===== src/hw/rtl/spvg_pkg.sv =====
package spvg_pkg;

    localparam int PTS_W  = 6;
    localparam int DNS_W  = 4;
    localparam int RAD_W  = 16;
    localparam int ANG_W  = 16;
    localparam int XY_W   = 18;
    localparam int IDX_W  = 6;

    localparam int MAX_POINTS_DEF   = 32;
    localparam int CORDIC_STEPS_DEF = 16;
    localparam int MIN_POINTS       = 3;

    localparam int TRIG_W  = 18;
    localparam int DIFF_W  = 19;
    localparam int M_W     = 24;
    localparam int B_W     = 26;
    localparam int IXY_W   = 22;
    localparam int MA_W    = 25;
    localparam int MB_W    = 22;
    localparam int PROD_W  = MA_W + MB_W;
    localparam int DIV_NW  = 43;
    localparam int DIV_DW  = 26;
    localparam int SQ_W    = 42;
    localparam int ROOT_W  = SQ_W / 2;
    localparam int IR_W    = 18;
    localparam int CORD_XW = 27;
    localparam int CORD_ZW = 33;
    localparam int ATAN_N  = 24;
    localparam int ATAN_IW = 5;
    localparam int SEC_N   = 33;

    localparam int SLOPE_LIMIT = 6554;
    localparam int ICLAMP      = 1048576;
    localparam int IR_MAX      = 262143;
    localparam int XY_MAX      = 131071;
    localparam int XY_MIN      = -131072;
    localparam int CORD_X0     = 10188012;

    localparam logic [31:0] ATAN_TAB [0:ATAN_N-1] = '{
        32'd536870912, 32'd316933406, 32'd167458747, 32'd85005430,
        32'd42667175,  32'd21354226,  32'd10679769,  32'd5340240,
        32'd2670157,   32'd1335087,   32'd667544,    32'd333772,
        32'd166886,    32'd83443,     32'd41722,     32'd20861,
        32'd10430,     32'd5215,      32'd2608,      32'd1304,
        32'd652,       32'd326,       32'd163,       32'd81
    };

    // half-turn divided by point count
    localparam logic [ANG_W-1:0] SECTOR_TAB [0:SEC_N-1] = '{
        16'd0,     16'd0,    16'd0,    16'd10922, 16'd8192, 16'd6553,
        16'd5461,  16'd4681, 16'd4096, 16'd3640,  16'd3276, 16'd2978,
        16'd2730,  16'd2520, 16'd2340, 16'd2184,  16'd2048, 16'd1927,
        16'd1820,  16'd1724, 16'd1638, 16'd1560,  16'd1489, 16'd1424,
        16'd1365,  16'd1310, 16'd1260, 16'd1213,  16'd1170, 16'd1129,
        16'd1092,  16'd1057, 16'd1024
    };

    typedef enum logic [4:0] {
        S_IDLE, S_TRIG_GO, S_TRIG_WAIT, S_CHORD, S_SLOPE_WAIT, S_B_MUL, S_B_SET,
        S_FAULT_CHK, S_FAULT_EMIT, S_IX_WAIT, S_IY_MUL, S_IY_SET, S_SQX, S_SQY,
        S_SQSUM, S_ROOT_WAIT, S_IR_MUL, S_IR_SET, S_V_GO, S_V_WAIT, S_V_MULX,
        S_V_MULY, S_V_YCAP, S_V_EMIT
    } t_state;

    function automatic logic signed [IXY_W-1:0] clamp_ixy(input logic signed [43:0] v);
        if (v > 44'sd1048576) begin
            return IXY_W'(ICLAMP);
        end else if (v < -44'sd1048576) begin
            return IXY_W'(-ICLAMP);
        end
        return v[IXY_W-1:0];
    endfunction

    function automatic logic signed [XY_W-1:0] sat_xy(input logic signed [30:0] v);
        if (v > 31'sd131071) begin
            return XY_W'(XY_MAX);
        end else if (v < -31'sd131072) begin
            return XY_W'(XY_MIN);
        end
        return v[XY_W-1:0];
    endfunction

endpackage


===== src/hw/rtl/spvg_if.sv =====
interface spvg_req_if;
    import spvg_pkg::*;
    logic             valid;
    logic             ready;
    logic [PTS_W-1:0] points;
    logic [DNS_W-1:0] density;
    logic [RAD_W-1:0] radius;
    logic [ANG_W-1:0] rotation;
    modport source (output valid, points, density, radius, rotation, input ready);
    modport sink   (input valid, points, density, radius, rotation, output ready);
endinterface

interface spvg_vtx_if;
    import spvg_pkg::*;
    logic                   valid;
    logic                   ready;
    logic signed [XY_W-1:0] x;
    logic signed [XY_W-1:0] y;
    logic [IDX_W-1:0]       vertex_index;
    logic                   last;
    logic                   fault;
    modport source (output valid, x, y, vertex_index, last, fault, input ready);
    modport sink   (input valid, x, y, vertex_index, last, fault, output ready);
endinterface


===== src/hw/rtl/spvg_cordic.sv =====
module spvg_cordic #(
    parameter int STEPS = spvg_pkg::CORDIC_STEPS_DEF
) (
    input  logic                               i_clk,
    input  logic                               i_rst_n,
    input  logic                               i_start,
    input  logic [spvg_pkg::ANG_W-1:0]         i_angle,
    output logic                               o_done,
    output logic signed [spvg_pkg::TRIG_W-1:0] o_cos,
    output logic signed [spvg_pkg::TRIG_W-1:0] o_sin
);
    import spvg_pkg::*;

    logic                      r_busy;
    logic                      r_done;
    logic                      r_neg;
    logic [ATAN_IW-1:0]        r_i;
    logic signed [CORD_XW-1:0] r_x, r_y;
    logic signed [CORD_ZW-1:0] r_z;

    logic signed [ANG_W:0]     sa, zf;
    logic                      negf;
    logic signed [CORD_ZW-1:0] z0, at;
    logic signed [CORD_XW-1:0] tx, ty, xn, yn, xr, yr;

    always_comb begin
        sa   = {i_angle[ANG_W-1], i_angle};
        zf   = sa;
        negf = 1'b0;
        if (sa > 17'sd16384) begin
            zf   = sa - 17'sd32768;
            negf = 1'b1;
        end else if (sa < -17'sd16384) begin
            zf   = sa + 17'sd32768;
            negf = 1'b1;
        end
        z0 = {zf, 16'b0};
        tx = r_y >>> r_i;
        ty = r_x >>> r_i;
        at = $signed({1'b0, ATAN_TAB[r_i]});
        xn = r_neg ? -r_x : r_x;
        yn = r_neg ? -r_y : r_y;
        xr = xn + 27'sd128;
        yr = yn + 27'sd128;
    end

    assign o_done = r_done;
    assign o_cos  = xr[TRIG_W+7:8];
    assign o_sin  = yr[TRIG_W+7:8];

    always_ff @(posedge i_clk) begin
        if (!i_rst_n) begin
            r_busy <= 1'b0;
            r_done <= 1'b0;
            r_i    <= '0;
        end else begin
            r_done <= 1'b0;
            if (i_start) begin
                r_busy <= 1'b1;
                r_i    <= '0;
            end else if (r_busy) begin
                r_i <= r_i + 1'b1;
                if (r_i == ATAN_IW'(STEPS - 1)) begin
                    r_busy <= 1'b0;
                    r_done <= 1'b1;
                end
            end
        end
    end

    always_ff @(posedge i_clk) begin
        if (i_start) begin
            r_x   <= CORD_XW'(CORD_X0);
            r_y   <= '0;
            r_z   <= z0;
            r_neg <= negf;
        end else if (r_busy) begin
            if (r_z >= 0) begin
                r_x <= r_x - tx;
                r_y <= r_y + ty;
                r_z <= r_z - at;
            end else begin
                r_x <= r_x + tx;
                r_y <= r_y - ty;
                r_z <= r_z + at;
            end
        end
    end

endmodule


===== src/hw/rtl/spvg_div.sv =====
module spvg_div (
    input  logic                               i_clk,
    input  logic                               i_rst_n,
    input  logic                               i_start,
    input  logic signed [spvg_pkg::DIV_NW-1:0] i_num,
    input  logic signed [spvg_pkg::DIV_DW-1:0] i_den,
    output logic                               o_done,
    output logic signed [spvg_pkg::DIV_NW-1:0] o_quot
);
    import spvg_pkg::*;

    localparam int CNT_W = $clog2(DIV_NW);

    logic              r_busy;
    logic              r_done;
    logic              r_neg;
    logic [CNT_W-1:0]  r_cnt;
    logic [DIV_NW-1:0] r_q;
    logic [DIV_DW-1:0] r_rem;
    logic [DIV_DW-1:0] r_d;

    logic [DIV_NW-1:0] num_mag;
    logic [DIV_DW-1:0] den_mag;
    logic [DIV_DW:0]   rem_sh, diff;
    logic              ge;

    always_comb begin
        num_mag = i_num[DIV_NW-1] ? DIV_NW'(-i_num) : DIV_NW'(i_num);
        den_mag = i_den[DIV_DW-1] ? DIV_DW'(-i_den) : DIV_DW'(i_den);
        rem_sh  = {r_rem, r_q[DIV_NW-1]};
        ge      = rem_sh >= {1'b0, r_d};
        diff    = rem_sh - {1'b0, r_d};
    end

    assign o_done = r_done;
    assign o_quot = r_neg ? -$signed(r_q) : $signed(r_q);

    always_ff @(posedge i_clk) begin
        if (!i_rst_n) begin
            r_busy <= 1'b0;
            r_done <= 1'b0;
            r_cnt  <= '0;
        end else begin
            r_done <= 1'b0;
            if (i_start) begin
                r_busy <= 1'b1;
                r_cnt  <= '0;
            end else if (r_busy) begin
                r_cnt <= r_cnt + 1'b1;
                if (r_cnt == CNT_W'(DIV_NW - 1)) begin
                    r_busy <= 1'b0;
                    r_done <= 1'b1;
                end
            end
        end
    end

    always_ff @(posedge i_clk) begin
        if (i_start) begin
            r_q   <= num_mag;
            r_d   <= den_mag;
            r_rem <= '0;
            r_neg <= i_num[DIV_NW-1] ^ i_den[DIV_DW-1];
        end else if (r_busy) begin
            r_q   <= {r_q[DIV_NW-2:0], ge};
            r_rem <= ge ? diff[DIV_DW-1:0] : rem_sh[DIV_DW-1:0];
        end
    end

endmodule


===== src/hw/rtl/spvg_isqrt.sv =====
module spvg_isqrt (
    input  logic                        i_clk,
    input  logic                        i_rst_n,
    input  logic                        i_start,
    input  logic [spvg_pkg::SQ_W-1:0]   i_val,
    output logic                        o_done,
    output logic [spvg_pkg::ROOT_W-1:0] o_root
);
    import spvg_pkg::*;

    localparam int CNT_W = $clog2(ROOT_W);

    logic             r_busy;
    logic             r_done;
    logic [CNT_W-1:0] r_cnt;
    logic [SQ_W-1:0]  r_v, r_r, r_bit;
    logic [SQ_W-1:0]  t;

    assign t      = r_r + r_bit;
    assign o_done = r_done;
    assign o_root = r_r[ROOT_W-1:0];

    always_ff @(posedge i_clk) begin
        if (!i_rst_n) begin
            r_busy <= 1'b0;
            r_done <= 1'b0;
            r_cnt  <= '0;
        end else begin
            r_done <= 1'b0;
            if (i_start) begin
                r_busy <= 1'b1;
                r_cnt  <= '0;
            end else if (r_busy) begin
                r_cnt <= r_cnt + 1'b1;
                if (r_cnt == CNT_W'(ROOT_W - 1)) begin
                    r_busy <= 1'b0;
                    r_done <= 1'b1;
                end
            end
        end
    end

    always_ff @(posedge i_clk) begin
        if (i_start) begin
            r_v   <= i_val;
            r_r   <= '0;
            r_bit <= SQ_W'(1) << (SQ_W - 2);
        end else if (r_busy) begin
            if (r_v >= t) begin
                r_v <= r_v - t;
                r_r <= (r_r >> 1) + r_bit;
            end else begin
                r_r <= r_r >> 1;
            end
            r_bit <= r_bit >> 2;
        end
    end

endmodule


===== src/hw/rtl/star_polygon_vertex_generator.sv =====
// Star polygon vertex generator.
// i_req carries one star request (points, density, radius, rotation); a transfer
// happens when valid and ready are both high. ready is high only while the block
// is idle, so one request is worked on at a time.
// o_vtx carries the results: 2*points vertices in outline order, even index on
// the outer radius and odd on the inner, last set on the final one. Chords that
// are near parallel, vertical together or degenerate give one item with fault
// and last set and zero coordinates.
// Setup runs four CORDIC rotations, up to three divisions and one square root.
// Each vertex then needs one CORDIC rotation and two passes through the shared
// multiplier.
// A one-entry output register holds each result; when the receiver stalls, the
// sequencer holds at the next vertex until that register frees.
// Reset is synchronous: the block returns to idle and drops any pending result.
module star_polygon_vertex_generator #(
    parameter int MAX_POINTS   = spvg_pkg::MAX_POINTS_DEF,
    parameter int CORDIC_STEPS = spvg_pkg::CORDIC_STEPS_DEF
) (
    input  logic        i_clk,
    input  logic        i_rst_n,
    spvg_req_if.sink    i_req,
    spvg_vtx_if.source  o_vtx
);
    import spvg_pkg::*;

    t_state r_state, n_state;

    logic [PTS_W-1:0]         r_p;
    logic [RAD_W-1:0]         r_rad;
    logic [ANG_W-1:0]         r_rot, r_sector, r_span;
    logic [1:0]               r_tsel;
    logic                     r_csel;
    logic signed [TRIG_W-1:0] r_p0x, r_p0y, r_p1x, r_p1y, r_p2x, r_p2y, r_p3x, r_p3y;
    logic                     r_degen, r_v1, r_v2;
    logic signed [M_W-1:0]    r_m1, r_m2;
    logic signed [B_W-1:0]    r_b1, r_b2;
    logic                     r_isel;
    logic signed [IXY_W-1:0]  r_ix, r_iy;
    logic [SQ_W-1:0]          r_sq;
    logic [ROOT_W-1:0]        r_ratio;
    logic [IR_W-1:0]          r_ir;
    logic [IDX_W-1:0]         r_k;
    logic [ANG_W-1:0]         r_angle;
    logic signed [TRIG_W-1:0] r_vc, r_vs;
    logic signed [XY_W-1:0]   r_vx, r_vy;
    logic signed [PROD_W-1:0] r_prod;

    logic                     r_ovalid;
    logic signed [XY_W-1:0]   r_ox, r_oy;
    logic [IDX_W-1:0]         r_oidx;
    logic                     r_olast, r_ofault;

    logic                     c_start, c_done;
    logic [ANG_W-1:0]         c_angle;
    logic signed [TRIG_W-1:0] c_cos, c_sin;
    logic                     d_start, d_done;
    logic signed [DIV_NW-1:0] d_num, d_quot;
    logic signed [DIV_DW-1:0] d_den;
    logic                     s_start, s_done;
    logic [SQ_W-1:0]          s_val;
    logic [ROOT_W-1:0]        s_root;

    logic [PTS_W-1:0]         p_sat;
    logic [ANG_W-1:0]         sector_in, two_sec, t_angle;
    logic [20:0]              span_full;
    logic signed [TRIG_W-1:0] cx0, cy0, cx1, cy1;
    logic signed [DIFF_W-1:0] dx, dy;
    logic [DIFF_W-1:0]        adx, ady;
    logic                     vert_c, degen_c;
    logic signed [M_W-1:0]    m_csel, m_isel;
    logic signed [B_W-1:0]    b_isel;
    logic signed [M_W:0]      dm;
    logic [M_W:0]             adm;
    logic signed [B_W:0]      db;
    logic                     fault_c, o_free, v_last;
    logic signed [30:0]       prod_hi, rnd_hi;
    logic signed [PROD_W-1:0] rnd;
    logic signed [31:0]       b_calc, iy_calc;
    logic [IR_W-1:0]          vr;
    logic signed [MA_W-1:0]   mul_a;
    logic signed [MB_W-1:0]   mul_b;

    spvg_cordic #(.STEPS(CORDIC_STEPS)) u_cordic (
        .i_clk   (i_clk),
        .i_rst_n (i_rst_n),
        .i_start (c_start),
        .i_angle (c_angle),
        .o_done  (c_done),
        .o_cos   (c_cos),
        .o_sin   (c_sin)
    );

    spvg_div u_div (
        .i_clk   (i_clk),
        .i_rst_n (i_rst_n),
        .i_start (d_start),
        .i_num   (d_num),
        .i_den   (d_den),
        .o_done  (d_done),
        .o_quot  (d_quot)
    );

    spvg_isqrt u_isqrt (
        .i_clk   (i_clk),
        .i_rst_n (i_rst_n),
        .i_start (s_start),
        .i_val   (s_val),
        .o_done  (s_done),
        .o_root  (s_root)
    );

    always_comb begin
        p_sat = i_req.points;
        if (p_sat < PTS_W'(MIN_POINTS)) begin
            p_sat = PTS_W'(MIN_POINTS);
        end else if (p_sat > PTS_W'(MAX_POINTS)) begin
            p_sat = PTS_W'(MAX_POINTS);
        end
        sector_in = SECTOR_TAB[p_sat];
        span_full = 21'({sector_in, 1'b0}) * 21'(i_req.density);
        two_sec   = {r_sector[ANG_W-2:0], 1'b0};
        unique case (r_tsel)
            2'd0:    t_angle = '0;
            2'd1:    t_angle = r_span;
            2'd2:    t_angle = two_sec;
            default: t_angle = two_sec - r_span;
        endcase

        cx0 = r_csel ? r_p2x : r_p0x;
        cy0 = r_csel ? r_p2y : r_p0y;
        cx1 = r_csel ? r_p3x : r_p1x;
        cy1 = r_csel ? r_p3y : r_p1y;
        dx  = DIFF_W'(cx1) - DIFF_W'(cx0);
        dy  = DIFF_W'(cy1) - DIFF_W'(cy0);
        adx = dx[DIFF_W-1] ? DIFF_W'(-dx) : DIFF_W'(dx);
        ady = dy[DIFF_W-1] ? DIFF_W'(-dy) : DIFF_W'(dy);
        degen_c = (dx == '0) && (dy == '0);
        vert_c  = (dx == '0) || ({7'b0, ady} >= {adx, 7'b0});

        m_csel = r_csel ? r_m2 : r_m1;
        m_isel = r_isel ? r_m2 : r_m1;
        b_isel = r_isel ? r_b2 : r_b1;
        dm  = (M_W + 1)'(r_m1) - (M_W + 1)'(r_m2);
        adm = dm[M_W] ? (M_W + 1)'(-dm) : (M_W + 1)'(dm);
        db  = (B_W + 1)'(r_b2) - (B_W + 1)'(r_b1);
        fault_c = r_degen || (r_v1 && r_v2) ||
                  (!r_v1 && !r_v2 && (adm < (M_W + 1)'(SLOPE_LIMIT)));

        prod_hi = $signed(r_prod[PROD_W-1:16]);
        rnd     = r_prod + PROD_W'(32768);
        rnd_hi  = $signed(rnd[PROD_W-1:16]);
        b_calc  = 32'(cy0) - 32'(prod_hi);
        iy_calc = 32'(prod_hi) + 32'(b_isel);
        vr      = r_k[0] ? r_ir : IR_W'(r_rad);
        v_last  = ({1'b0, r_k} == ({r_p, 1'b0} - 7'd1));
        o_free  = !r_ovalid || o_vtx.ready;
        s_val   = r_sq + r_prod[SQ_W-1:0];
    end

    always_comb begin
        mul_a = '0;
        mul_b = '0;
        unique case (r_state)
            S_B_MUL: begin
                mul_a = MA_W'(m_csel);
                mul_b = MB_W'(cx0);
            end
            S_IY_MUL: begin
                mul_a = MA_W'(m_isel);
                mul_b = r_ix;
            end
            S_SQX: begin
                mul_a = MA_W'(r_ix);
                mul_b = r_ix;
            end
            S_SQY: begin
                mul_a = MA_W'(r_iy);
                mul_b = r_iy;
            end
            S_IR_MUL: begin
                mul_a = $signed({9'b0, r_rad});
                mul_b = $signed({1'b0, r_ratio});
            end
            S_V_MULX: begin
                mul_a = $signed({7'b0, vr});
                mul_b = MB_W'(r_vc);
            end
            S_V_MULY: begin
                mul_a = $signed({7'b0, vr});
                mul_b = MB_W'(r_vs);
            end
            default: begin
                mul_a = '0;
                mul_b = '0;
            end
        endcase
    end

    always_ff @(posedge i_clk) begin
        if (!i_rst_n) begin
            r_state <= S_IDLE;
        end else begin
            r_state <= n_state;
        end
    end

    always_comb begin
        n_state = r_state;
        c_start = 1'b0;
        c_angle = t_angle;
        d_start = 1'b0;
        d_num   = DIV_NW'(dy) <<< 16;
        d_den   = DIV_DW'(dx);
        s_start = 1'b0;
        unique case (r_state)
            S_IDLE: begin
                if (i_req.valid) begin
                    n_state = S_TRIG_GO;
                end
            end
            S_TRIG_GO: begin
                c_start = 1'b1;
                n_state = S_TRIG_WAIT;
            end
            S_TRIG_WAIT: begin
                if (c_done) begin
                    n_state = (r_tsel == 2'd3) ? S_CHORD : S_TRIG_GO;
                end
            end
            S_CHORD: begin
                if (!degen_c && !vert_c) begin
                    d_start = 1'b1;
                    n_state = S_SLOPE_WAIT;
                end else begin
                    n_state = r_csel ? S_FAULT_CHK : S_CHORD;
                end
            end
            S_SLOPE_WAIT: begin
                if (d_done) begin
                    n_state = S_B_MUL;
                end
            end
            S_B_MUL: n_state = S_B_SET;
            S_B_SET: n_state = r_csel ? S_FAULT_CHK : S_CHORD;
            S_FAULT_CHK: begin
                d_num = {db, 16'b0};
                d_den = DIV_DW'(dm);
                if (fault_c) begin
                    n_state = S_FAULT_EMIT;
                end else if (r_v1 || r_v2) begin
                    n_state = S_IY_MUL;
                end else begin
                    d_start = 1'b1;
                    n_state = S_IX_WAIT;
                end
            end
            S_FAULT_EMIT: begin
                if (o_free) begin
                    n_state = S_IDLE;
                end
            end
            S_IX_WAIT: begin
                if (d_done) begin
                    n_state = S_IY_MUL;
                end
            end
            S_IY_MUL: n_state = S_IY_SET;
            S_IY_SET: n_state = S_SQX;
            S_SQX:    n_state = S_SQY;
            S_SQY:    n_state = S_SQSUM;
            S_SQSUM: begin
                s_start = 1'b1;
                n_state = S_ROOT_WAIT;
            end
            S_ROOT_WAIT: begin
                if (s_done) begin
                    n_state = S_IR_MUL;
                end
            end
            S_IR_MUL: n_state = S_IR_SET;
            S_IR_SET: n_state = S_V_GO;
            S_V_GO: begin
                c_start = 1'b1;
                c_angle = r_angle;
                n_state = S_V_WAIT;
            end
            S_V_WAIT: begin
                if (c_done) begin
                    n_state = S_V_MULX;
                end
            end
            S_V_MULX: n_state = S_V_MULY;
            S_V_MULY: n_state = S_V_YCAP;
            S_V_YCAP: n_state = S_V_EMIT;
            S_V_EMIT: begin
                if (o_free) begin
                    n_state = v_last ? S_IDLE : S_V_GO;
                end
            end
            default: n_state = S_IDLE;
        endcase
    end

    always_ff @(posedge i_clk) begin
        r_prod <= mul_a * mul_b;
        unique case (r_state)
            S_IDLE: begin
                r_p      <= p_sat;
                r_rad    <= i_req.radius;
                r_rot    <= i_req.rotation;
                r_sector <= sector_in;
                r_span   <= span_full[ANG_W-1:0];
                r_tsel   <= '0;
                r_csel   <= 1'b0;
                r_degen  <= 1'b0;
            end
            S_TRIG_WAIT: begin
                if (c_done) begin
                    r_tsel <= r_tsel + 1'b1;
                    unique case (r_tsel)
                        2'd0: begin
                            r_p0x <= c_cos;
                            r_p0y <= c_sin;
                        end
                        2'd1: begin
                            r_p1x <= c_cos;
                            r_p1y <= c_sin;
                        end
                        2'd2: begin
                            r_p2x <= c_cos;
                            r_p2y <= c_sin;
                        end
                        default: begin
                            r_p3x <= c_cos;
                            r_p3y <= c_sin;
                        end
                    endcase
                end
            end
            S_CHORD: begin
                if (degen_c) begin
                    r_degen <= 1'b1;
                end
                if (r_csel) begin
                    r_v2 <= vert_c && !degen_c;
                    r_m2 <= '0;
                    r_b2 <= '0;
                end else begin
                    r_v1 <= vert_c && !degen_c;
                    r_m1 <= '0;
                    r_b1 <= '0;
                end
                if (degen_c || vert_c) begin
                    r_csel <= 1'b1;
                end
            end
            S_SLOPE_WAIT: begin
                if (d_done) begin
                    if (r_csel) begin
                        r_m2 <= d_quot[M_W-1:0];
                    end else begin
                        r_m1 <= d_quot[M_W-1:0];
                    end
                end
            end
            S_B_SET: begin
                if (r_csel) begin
                    r_b2 <= b_calc[B_W-1:0];
                end else begin
                    r_b1 <= b_calc[B_W-1:0];
                end
                r_csel <= 1'b1;
            end
            S_FAULT_CHK: begin
                if (r_v1) begin
                    r_ix   <= IXY_W'(r_p0x);
                    r_isel <= 1'b1;
                end else begin
                    r_ix   <= IXY_W'(r_p2x);
                    r_isel <= 1'b0;
                end
            end
            S_IX_WAIT: begin
                if (d_done) begin
                    r_ix   <= clamp_ixy(44'(d_quot));
                    r_isel <= 1'b0;
                end
            end
            S_IY_SET: r_iy <= clamp_ixy(44'(iy_calc));
            S_SQY:    r_sq <= r_prod[SQ_W-1:0];
            S_ROOT_WAIT: begin
                if (s_done) begin
                    r_ratio <= s_root;
                end
            end
            S_IR_SET: begin
                r_ir    <= (rnd_hi > 31'sd262143) ? IR_W'(IR_MAX) : rnd_hi[IR_W-1:0];
                r_k     <= '0;
                r_angle <= r_rot;
            end
            S_V_WAIT: begin
                if (c_done) begin
                    r_vc <= c_cos;
                    r_vs <= c_sin;
                end
            end
            S_V_MULY: r_vx <= sat_xy(rnd_hi);
            S_V_YCAP: r_vy <= sat_xy(rnd_hi);
            S_V_EMIT: begin
                if (o_free) begin
                    r_k     <= r_k + 1'b1;
                    r_angle <= r_angle + r_sector;
                end
            end
            default: begin
            end
        endcase
    end

    always_ff @(posedge i_clk) begin
        if (!i_rst_n) begin
            r_ovalid <= 1'b0;
        end else if (o_free && (r_state == S_V_EMIT || r_state == S_FAULT_EMIT)) begin
            r_ovalid <= 1'b1;
        end else if (o_vtx.ready) begin
            r_ovalid <= 1'b0;
        end
    end

    always_ff @(posedge i_clk) begin
        if (o_free && r_state == S_V_EMIT) begin
            r_ox     <= r_vx;
            r_oy     <= r_vy;
            r_oidx   <= r_k;
            r_olast  <= v_last;
            r_ofault <= 1'b0;
        end else if (o_free && r_state == S_FAULT_EMIT) begin
            r_ox     <= '0;
            r_oy     <= '0;
            r_oidx   <= '0;
            r_olast  <= 1'b1;
            r_ofault <= 1'b1;
        end
    end

    assign i_req.ready        = (r_state == S_IDLE);
    assign o_vtx.valid        = r_ovalid;
    assign o_vtx.x            = r_ox;
    assign o_vtx.y            = r_oy;
    assign o_vtx.vertex_index = r_oidx;
    assign o_vtx.last         = r_olast;
    assign o_vtx.fault        = r_ofault;

    a_fault_alone: assert property (@(posedge i_clk) disable iff (!i_rst_n)
        (o_vtx.valid && o_vtx.fault) |-> (o_vtx.last && o_vtx.vertex_index == '0))
        else $error("fault result without last or with nonzero index");

    a_busy_after_accept: assert property (@(posedge i_clk) disable iff (!i_rst_n)
        (i_req.valid && i_req.ready) |=> !i_req.ready)
        else $error("request taken while a request is in progress");

    a_last_odd: assert property (@(posedge i_clk) disable iff (!i_rst_n)
        (o_vtx.valid && o_vtx.last && !o_vtx.fault) |-> o_vtx.vertex_index[0])
        else $error("final vertex is not on the inner radius");

    a_cordic_expected: assert property (@(posedge i_clk) disable iff (!i_rst_n)
        c_done |-> (r_state == S_TRIG_WAIT || r_state == S_V_WAIT))
        else $error("rotation finished outside a wait state");

endmodule


===== src/flat_wrapper.sv =====
// flat-port wrapper written by rule: the top's interface ports become plain ports
module star_polygon_vertex_generator_flat import spvg_pkg::*;
#(
    parameter int MAX_POINTS   = spvg_pkg::MAX_POINTS_DEF,
    parameter int CORDIC_STEPS = spvg_pkg::CORDIC_STEPS_DEF
)
  (i_clk, i_rst_n, i_req_valid, i_req_points, i_req_density, i_req_radius, i_req_rotation, i_req_ready, o_vtx_valid, o_vtx_x, o_vtx_y, o_vtx_vertex_index, o_vtx_last, o_vtx_fault, o_vtx_ready);
  spvg_req_if i_req_i ();
  spvg_vtx_if o_vtx_i ();
  input  logic i_clk;
  input  logic i_rst_n;
  input wire logic [$bits(i_req_i.valid)-1:0] i_req_valid;
  input wire logic [$bits(i_req_i.points)-1:0] i_req_points;
  input wire logic [$bits(i_req_i.density)-1:0] i_req_density;
  input wire logic [$bits(i_req_i.radius)-1:0] i_req_radius;
  input wire logic [$bits(i_req_i.rotation)-1:0] i_req_rotation;
  output wire logic [$bits(i_req_i.ready)-1:0] i_req_ready;
  output wire logic [$bits(o_vtx_i.valid)-1:0] o_vtx_valid;
  output wire logic [$bits(o_vtx_i.x)-1:0] o_vtx_x;
  output wire logic [$bits(o_vtx_i.y)-1:0] o_vtx_y;
  output wire logic [$bits(o_vtx_i.vertex_index)-1:0] o_vtx_vertex_index;
  output wire logic [$bits(o_vtx_i.last)-1:0] o_vtx_last;
  output wire logic [$bits(o_vtx_i.fault)-1:0] o_vtx_fault;
  input wire logic [$bits(o_vtx_i.ready)-1:0] o_vtx_ready;
  assign i_req_i.valid = i_req_valid;
  assign i_req_i.points = i_req_points;
  assign i_req_i.density = i_req_density;
  assign i_req_i.radius = i_req_radius;
  assign i_req_i.rotation = i_req_rotation;
  assign i_req_ready = i_req_i.ready;
  assign o_vtx_valid = o_vtx_i.valid;
  assign o_vtx_x = o_vtx_i.x;
  assign o_vtx_y = o_vtx_i.y;
  assign o_vtx_vertex_index = o_vtx_i.vertex_index;
  assign o_vtx_last = o_vtx_i.last;
  assign o_vtx_fault = o_vtx_i.fault;
  assign o_vtx_i.ready = o_vtx_ready;
  star_polygon_vertex_generator #(.MAX_POINTS(MAX_POINTS), .CORDIC_STEPS(CORDIC_STEPS)) u_core (.i_clk(i_clk), .i_rst_n(i_rst_n), .i_req(i_req_i), .o_vtx(o_vtx_i));
endmodule

===== config.mk =====
export PLATFORM = sky130hd
export DESIGN_NAME = star_polygon_vertex_generator_flat
export DESIGN_NICKNAME = d
export VERILOG_FILES = /design/src/hw/rtl/spvg_pkg.sv /design/src/hw/rtl/spvg_if.sv /design/src/hw/rtl/spvg_cordic.sv /design/src/hw/rtl/spvg_div.sv /design/src/hw/rtl/spvg_isqrt.sv /design/src/hw/rtl/star_polygon_vertex_generator.sv /design/src/flat_wrapper.sv
export SDC_FILE = /design/constraint.sdc
export NUM_CORES = 2
export LEC_CHECK = 0
export BUFFER_PORTS_ARGS = -buffer_cell sky130_fd_sc_hd__buf_2
export CORE_AREA = 10 10 489 491
export CTS_BUF_LIST = sky130_fd_sc_hd__clkbuf_16
export CTS_CLUSTER_SIZE = 20
export DETAILED_ROUTE_END_ITERATION = 8
export DIE_AREA = 0 0 499 501
export HOLD_SLACK_MARGIN = 0.06
export PLACE_DENSITY_LB_ADDON = 0.05
export REMOVE_ABC_BUFFERS = 1
export SKIP_CTS_REPAIR_TIMING = 1
export SYNTH_ARGS = -nofsm -noshare
export SYNTH_HDL_FRONTEND = slang
export SYNTH_SLANG_ARGS = --single-unit
export TNS_END_PERCENT = 5

===== constraint.sdc =====
create_clock -name i_clk -period 10.93 [get_ports i_clk]
set_input_delay 0 -clock i_clk [delete_from_list [all_inputs] [get_ports i_clk]]
set_output_delay 0 -clock i_clk [all_outputs]
set_load 0.005 [all_outputs]

Word-level counts from Yosys, hierarchy flattened
Memories as Yosys holds them, arrays and structs flattened.
Index checks and enable logic that the tools add are counted.
{"block": "classes", "addsub": 38, "n_mul": 2, "order_cmp": 18, "n_eq_ne": 46, "n_shift": 2, "n_mux": 136, "bitwise": 9, "reduce_logical": 67}
{"operator": "two-way mux 26 bit", "count": 9}
{"operator": "two-way mux 18 bit", "count": 12}
{"operator": "two-way mux 43 bit", "count": 5}
{"operator": "two-way mux 24 bit", "count": 8}
{"operator": "two-way mux 22 bit", "count": 8}
{"operator": "two-way mux 42 bit", "count": 4}
{"operator": "case mux 25 bit (6 select lines)", "count": 1}
{"operator": "case mux 22 bit (6 select lines)", "count": 1}
{"operator": "case mux 5 bit (24 select lines)", "count": 1}
{"operator": "case mux 26 bit (2 select lines)", "count": 2}
{"operator": "two-way mux 33 bit", "count": 3}
{"operator": "case mux 24 bit (2 select lines)", "count": 2}
{"operator": "negator 43 bit", "count": 2}
{"operator": "negator 26 bit", "count": 3}
{"operator": "two-way mux 16 bit", "count": 4}
{"operator": "two-way mux 32 bit", "count": 2}
{"operator": "two-way mux 5 bit", "count": 11}
{"operator": "adder 27 bit", "count": 2}
{"operator": "two-way mux 27 bit", "count": 2}
{"operator": ">>> shifter 27 x 5 -> 27 bit", "count": 2}
{"operator": "subtractor 27 bit", "count": 2}
{"operator": "adder 26 x 9 -> 26 bit, second input constant", "count": 2}
{"operator": "two-way mux 25 bit", "count": 2}
{"operator": "case mux 16 bit (3 select lines)", "count": 1}
{"operator": "other kinds (84)", "count": 227}
{"block": "totals", "regBits": 947, "rom_bits": 2048, "input_bits": 46, "output_inout_bits": 46, "elab_cells": 384, "mem_count": 2}
{"name": "(name not given)", "words": 64, "width": 16, "rd": 1, "rd_clocked_by_memory_dff": 0, "wr": 0, "line": "star_polygon_vertex_generator.sv:119", "text": "sector_in = SECTOR_TAB[p_sat];"}
{"name": "(name not given)", "words": 32, "width": 32, "rd": 1, "rd_clocked_by_memory_dff": 0, "wr": 0, "line": "spvg_cordic.sv:40", "text": "at = $signed({1'b0, ATAN_TAB[r_i]});"}

Longest topological paths before layout
{"block": "depth", "depth_word": 11, "depth_mapped": 40, "mapped_depth_nobuf": 37}

By module
From an unflattened synthesis, not the netlist that was laid out.
{"block": "unflattened", "hier_cells": 9988, "area_unflattened_um2": 90933.5}
{"module": "star_polygon_vertex_generator", "n_inst": 1, "cells_each": 5983, "area_per_inst_um2": 58453.6, "seq_area_each_um2": 18497.7}
{"module": "spvg_cordic", "n_inst": 1, "cells_each": 1929, "area_per_inst_um2": 14955.6, "seq_area_each_um2": 2082.0}
{"module": "spvg_isqrt", "n_inst": 1, "cells_each": 1206, "area_per_inst_um2": 9820.7, "seq_area_each_um2": 2662.6}
{"module": "spvg_div", "n_inst": 1, "cells_each": 870, "area_per_inst_um2": 7703.6, "seq_area_each_um2": 2782.7}

Least setup slack after synthesis
OpenSTA, ideal clock, no wires.
{"block": "synth_path", "path_kind": "reg-to-reg", "from": "register u_core.r_state[0]", "to": "register u_core.r_prod[45]", "setup_time_ns": 0.124, "t_arrival_ns": 10.320, "t_required_ns": 10.806, "slack_ns": 0.486, "stages_incl_launch_ff": 38, "path_buffers": 5, "synth_period_minus_slack_ns": 10.444, "cell_sequence": "dfxtp_1 clkbuf_1 nor2b_1 nand2_1 nor2_1 clkbuf_1 buf_1 a221oi_1 nand2_1 clkbuf_1 nand2_1 fa_1 inv_1 fa_1 inv_1 fa_1 inv_1 fa_1 [... 2 more ...] inv_1 fa_1 inv_1 ha_1 and3_1 clkbuf_1 nand2_1 a21oi_1 o21ai_0 a22o_1 a2111oi_0 o31ai_1 a21oi_1 nand4_1 nand4b_1 a21o_1 a311oi_1 xnor2_1"}
{"block": "synth_between", "elab_chain_len": 4}
{"item": "from (decl)", "line": "star_polygon_vertex_generator.sv:26", "text": "t_state r_state, n_state;"}
{"item": "from (signal assigned)", "line": "star_polygon_vertex_generator.sv:203", "text": "r_state <= n_state;"}
{"item": "== test 5 bit (tied with other cells)", "line": "star_polygon_vertex_generator.sv:163", "text": "unique case (r_state)"}
{"item": "OR reduction 2 bit (no source line)"}
{"item": "case mux 25 bit (6 select lines) or case mux 22 bit (6 select lines) (tied branches)", "line": "star_polygon_vertex_generator.sv:163"}
{"item": "multiplier 25 x 22 -> 47 bit *", "line": "star_polygon_vertex_generator.sv:305", "text": "r_prod <= mul_a * mul_b;"}
{"item": "to (signal assigned)", "line": "star_polygon_vertex_generator.sv:305"}
{"item": "to (decl)", "line": "star_polygon_vertex_generator.sv:46", "text": "logic signed [PROD_W-1:0] r_prod;"}
Every way passes the cells marked *; elsewhere a longest branch is shown, timed or not.
A chain may end at the register's enable or synchronous reset.

Final worst setup path
{"block": "layout_path", "from": "register u_core.r_csel", "to": "register u_core.r_prod[45]"}
{"block": "layout_between", "elab_chain_len": 3}
{"item": "from (decl)", "line": "star_polygon_vertex_generator.sv:32", "text": "logic r_csel;"}
{"item": "from (signal assigned)", "line": "star_polygon_vertex_generator.sv:314", "text": "r_csel <= 1'b0;"}
{"item": "from (signal assigned)", "line": "star_polygon_vertex_generator.sv:354", "text": "r_csel <= 1'b1;"}
{"item": "from (signal assigned)", "line": "star_polygon_vertex_generator.sv:372", "text": "r_csel <= 1'b1;"}
{"item": "two-way mux 24 bit or two-way mux 18 bit (tied branches)", "line": "star_polygon_vertex_generator.sv:140, star_polygon_vertex_generator.sv:129"}
{"item": "case mux 25 bit (6 select lines) or case mux 22 bit (6 select lines) (tied branches)", "line": "star_polygon_vertex_generator.sv:163"}
{"item": "multiplier 25 x 22 -> 47 bit *", "line": "star_polygon_vertex_generator.sv:305"}
Marked as above.

==> results_dict.tcl <==
set metrics [dict create \
    crit_fanout 20 \
    row_count 176 \
    busiest_layer "met2" \
    yosysTopAreaCellShare_pct 24.0 \
    max_slew.worst_pin.slew_ns 1.33 \
    grtUsageMet2_pct 41.7 \
    netlist_instances 9721 \
    ys_ff_latch 945 \
    max_freq_ghz 0.0953 \
    r2r_setup_slack_ns 0.43 \
    wl_per_cell_um 24.3 \
    async_flop_share_pct 0 \
    synth_cell_types 99 \
    run_status "complete, no violations" \
    mappedNetlistArea_um2 89000 \
    dp_hpwl_mm 249 \
    drive_gt1_share_pct 7.60 \
    setup_viol 0 \
    dp_cells 12600 \
    post-place-ws_ns -0.225 \
    ant_nets 0 \
    design.core.area_um2 229000 \
    finalHoldViolations 0 \
    p_per_area_nw_per_um2 246 \
    cp_data_arrival_time_ns 11.23 \
    slew-limit-headroom_pct 10.5 \
    power_switching_mw 11.2 \
    h-tree-depth 3 \
    comb_power_share_pct 59.1 \
    yosys_warnings 0 \
    routabilityCongestion 0.941 \
    cts.path.max_buffers 3 \
    multi_input_area_um2 57800 \
    grt_use_met1_pct 31.7 \
    grt_setup_unrepaired "no" \
    io_pins 92 \
    synth_top_area_cell "edfxtp_1" \
    synth_most_common_cell "nand2_1" \
    grt_pass1_vias 71300 \
    slowest_delay_ns 0.74 \
    setup_ws_ns 0.434 \
    worst_skew_pair.late_latency_ns 0.82 \
    synth_edf_count 710 \
    clkTransAtPathRegs_ns 0.06 \
    regArea_um2 26000 \
    slew_violations 0 \
    synth_commonest_cells "1037 x nand2_1, 945 x inv_1, 828 x nor2_1" \
    gr-total-overflow 0 \
    hold_class "in -> reg" \
    drtIter0Drc 5477 \
    syn_area_per_cell_um2 9.15 \
    postLayoutCellArea_um2 97800 \
    p_sw_share_pct 46.8 \
    start_util_pct 38.8 \
    die_h_um 501 \
    intPower_mw 12.8 \
    path_common_cell "fa_1" \
    routed_wl_mm 313 \
    power_frac_seq_pct 23.6 \
    cp-end-kind "register" \
    dpl_cell_area_um2 93000 \
    final_cell_count_no_fill 12900 \
    port_buffers 91 \
    drc_errors 0 \
    vias 72200 \
    clock_sinks 945 \
    synthFlopType "edfxtp_1" \
    crit_required_ns 11.66 \
    cts_tree "yes" \
    grt_pass1_wl_mm 465 \
    crit_type "reg -> reg" \
    crit_slowest_cell "a221oi_1" \
    final_util_pct 42.7 \
    finalClockSkew_ns 0.0560 \
    dr.pass1.iters 7 \
    crit_path_start_kind "register" \
    finalCritPeriodShare_pct 96.0 \
    yosysSeqAreaShare_pct 29.3 \
    irDropWorstVdd_v 0.000268 \
    root_buffer "clkbuf_16" \
    final_nets 11000 \
    syn2layout_area_growth_pct 10.0 \
    ys_top_cells_by_area "edfxtp_1 24%, fa_1 13%, ha_1 8.6%" \
    grt_max_degree 67 \
    fillers 22600 \
    fin_crit_ns 10.50 \
    cts_made_buffers 119 \
    die_x_um 499 \
    p_clk_share_pct 17.3 \
    p_leak_nw 41.0 \
    grt_antenna_before_repair 12 \
    die_area_um2 250000 \
    maxCapViolations 0 \
    via_per_inst 5.60 \
    grt.total_usage_pct 24.3 \
    gr-usage-met3_pct 2.77 \
]
registers in the layout (all words and copies together) (netlist names), 21 cells and up:
name,flops
u_core.r_b1,26
u_core.r_b2,26
u_core.r_ix,22
u_core.r_iy,22
u_core.r_m1,24
u_core.r_m2,24
u_core.r_prod,47
u_core.r_ratio,21
u_core.r_sq,42
u_core.u_cordic.r_x,27
u_core.u_cordic.r_y,27
u_core.u_cordic.r_z,33
u_core.u_div.r_d,26
u_core.u_div.r_q,43
u_core.u_div.r_rem,26
u_core.u_isqrt.r_bit,21
u_core.u_isqrt.r_r,42
u_core.u_isqrt.r_v,42
cell usage in the layout, fill, tap and decap left out, drive strengths merged, types with 187 or more instances in the layout:
| cell | count |
|---|---|
| a21o | 187 |
| a21oi | 533 |
| buf | 266 |
| dfxtp | 235 |
| edfxtp | 710 |
| fa | 584 |
| ha | 613 |
| inv | 967 |
| nand2 | 1037 |
| nor2 | 828 |
| nor3 | 209 |
| o21ai | 538 |
| xnor2 | 420 |
| xor2 | 270 |
critical path: cells and delay by family (launching register included):
kind	cells	cell delay, ns
flip-flops	1	0.50
multiplexers	1	0.45
XOR/XNOR	1	0.15
adder cells (fa/ha/maj)	8	3.93
buffers and inverters	5	0.74
AND/OR/NAND/NOR	6	1.66
AO/OA/AOI/OAI	9	2.98
layout make-up:
type                            count  share of cell area (%)
Inverter                          952                    3.65
Clock buffer                      120                    3.07
Antenna cell                        9                  0.0230
Sequential cell                   945                    26.6
Tap cell                         3026                    3.87
Timing Repair Buffer              342                    2.58
Clock inverter                    107                    1.11
Multi-Input combinational cell   7379                    59.1
power groups by stage:
stage	combinational, mW	clock, mW	sequential, mW
2_1_floorplan	9.97	0	5.57
3_3_place_gp	14.0	0	5.72
3_5_place_dp	14.1	0	5.72
4_1_cts	14.2	4.28	5.66
5_1_grt	15.7	4.40	5.73
6_report	14.2	4.16	5.66
kinds of logic (layout without fill, tap and decap cells):
group | count (synthesis) | count (layout) | share of synthesized area [%]
other cells | 1 | 10 | 0.00422
fa+ha+maj | 1198 | 1198 | 21.8
flops | 945 | 945 | 29.3
xor+xnor | 690 | 690 | 6.79
buf+inv | 1397 | 1521 | 6.00
mux | 343 | 343 | 4.93
simple gates | 2962 | 2962 | 15.3
compound gates | 2185 | 2185 | 15.9
per-stage QoR:
stage          power, mW  TNS (ns)  hold WS (ns)
2_1_floorplan       15.5     -8.33        0.0989
3_3_place_gp        19.7    -0.118         0.179
3_5_place_dp        19.9    -0.433         0.178
4_1_cts             24.2    -0.539        -0.727
5_1_grt             25.9         0         0.135
6_report            24.0         0         0.125
metal layers:
metal / share of wire [%] / wire length, um
met5: 0.0096 / 30
met1: 44 / 137000
met2: 48 / 151000
met3: 4.2 / 13200
met4: 4.0 / 12600
worst paths after layout:
kind	from	end	cells past startpoint
worst max-delay path	u_core.r_csel$_DFFE_PP_	u_core.r_prod[45]$_DFF_P_	30
worst min-delay path	i_req_density[2]	u_core.r_span[3]$_DFFE_PP_	5
worst max register to register	u_core.r_csel$_DFFE_PP_	u_core.r_prod[45]$_DFF_P_	30
worst min register to register	u_core.r_prod[5]$_DFF_P_	u_core.r_sq[5]$_DFFE_PN_	0
Note: power is estimated with default switching activity, not from simulation.
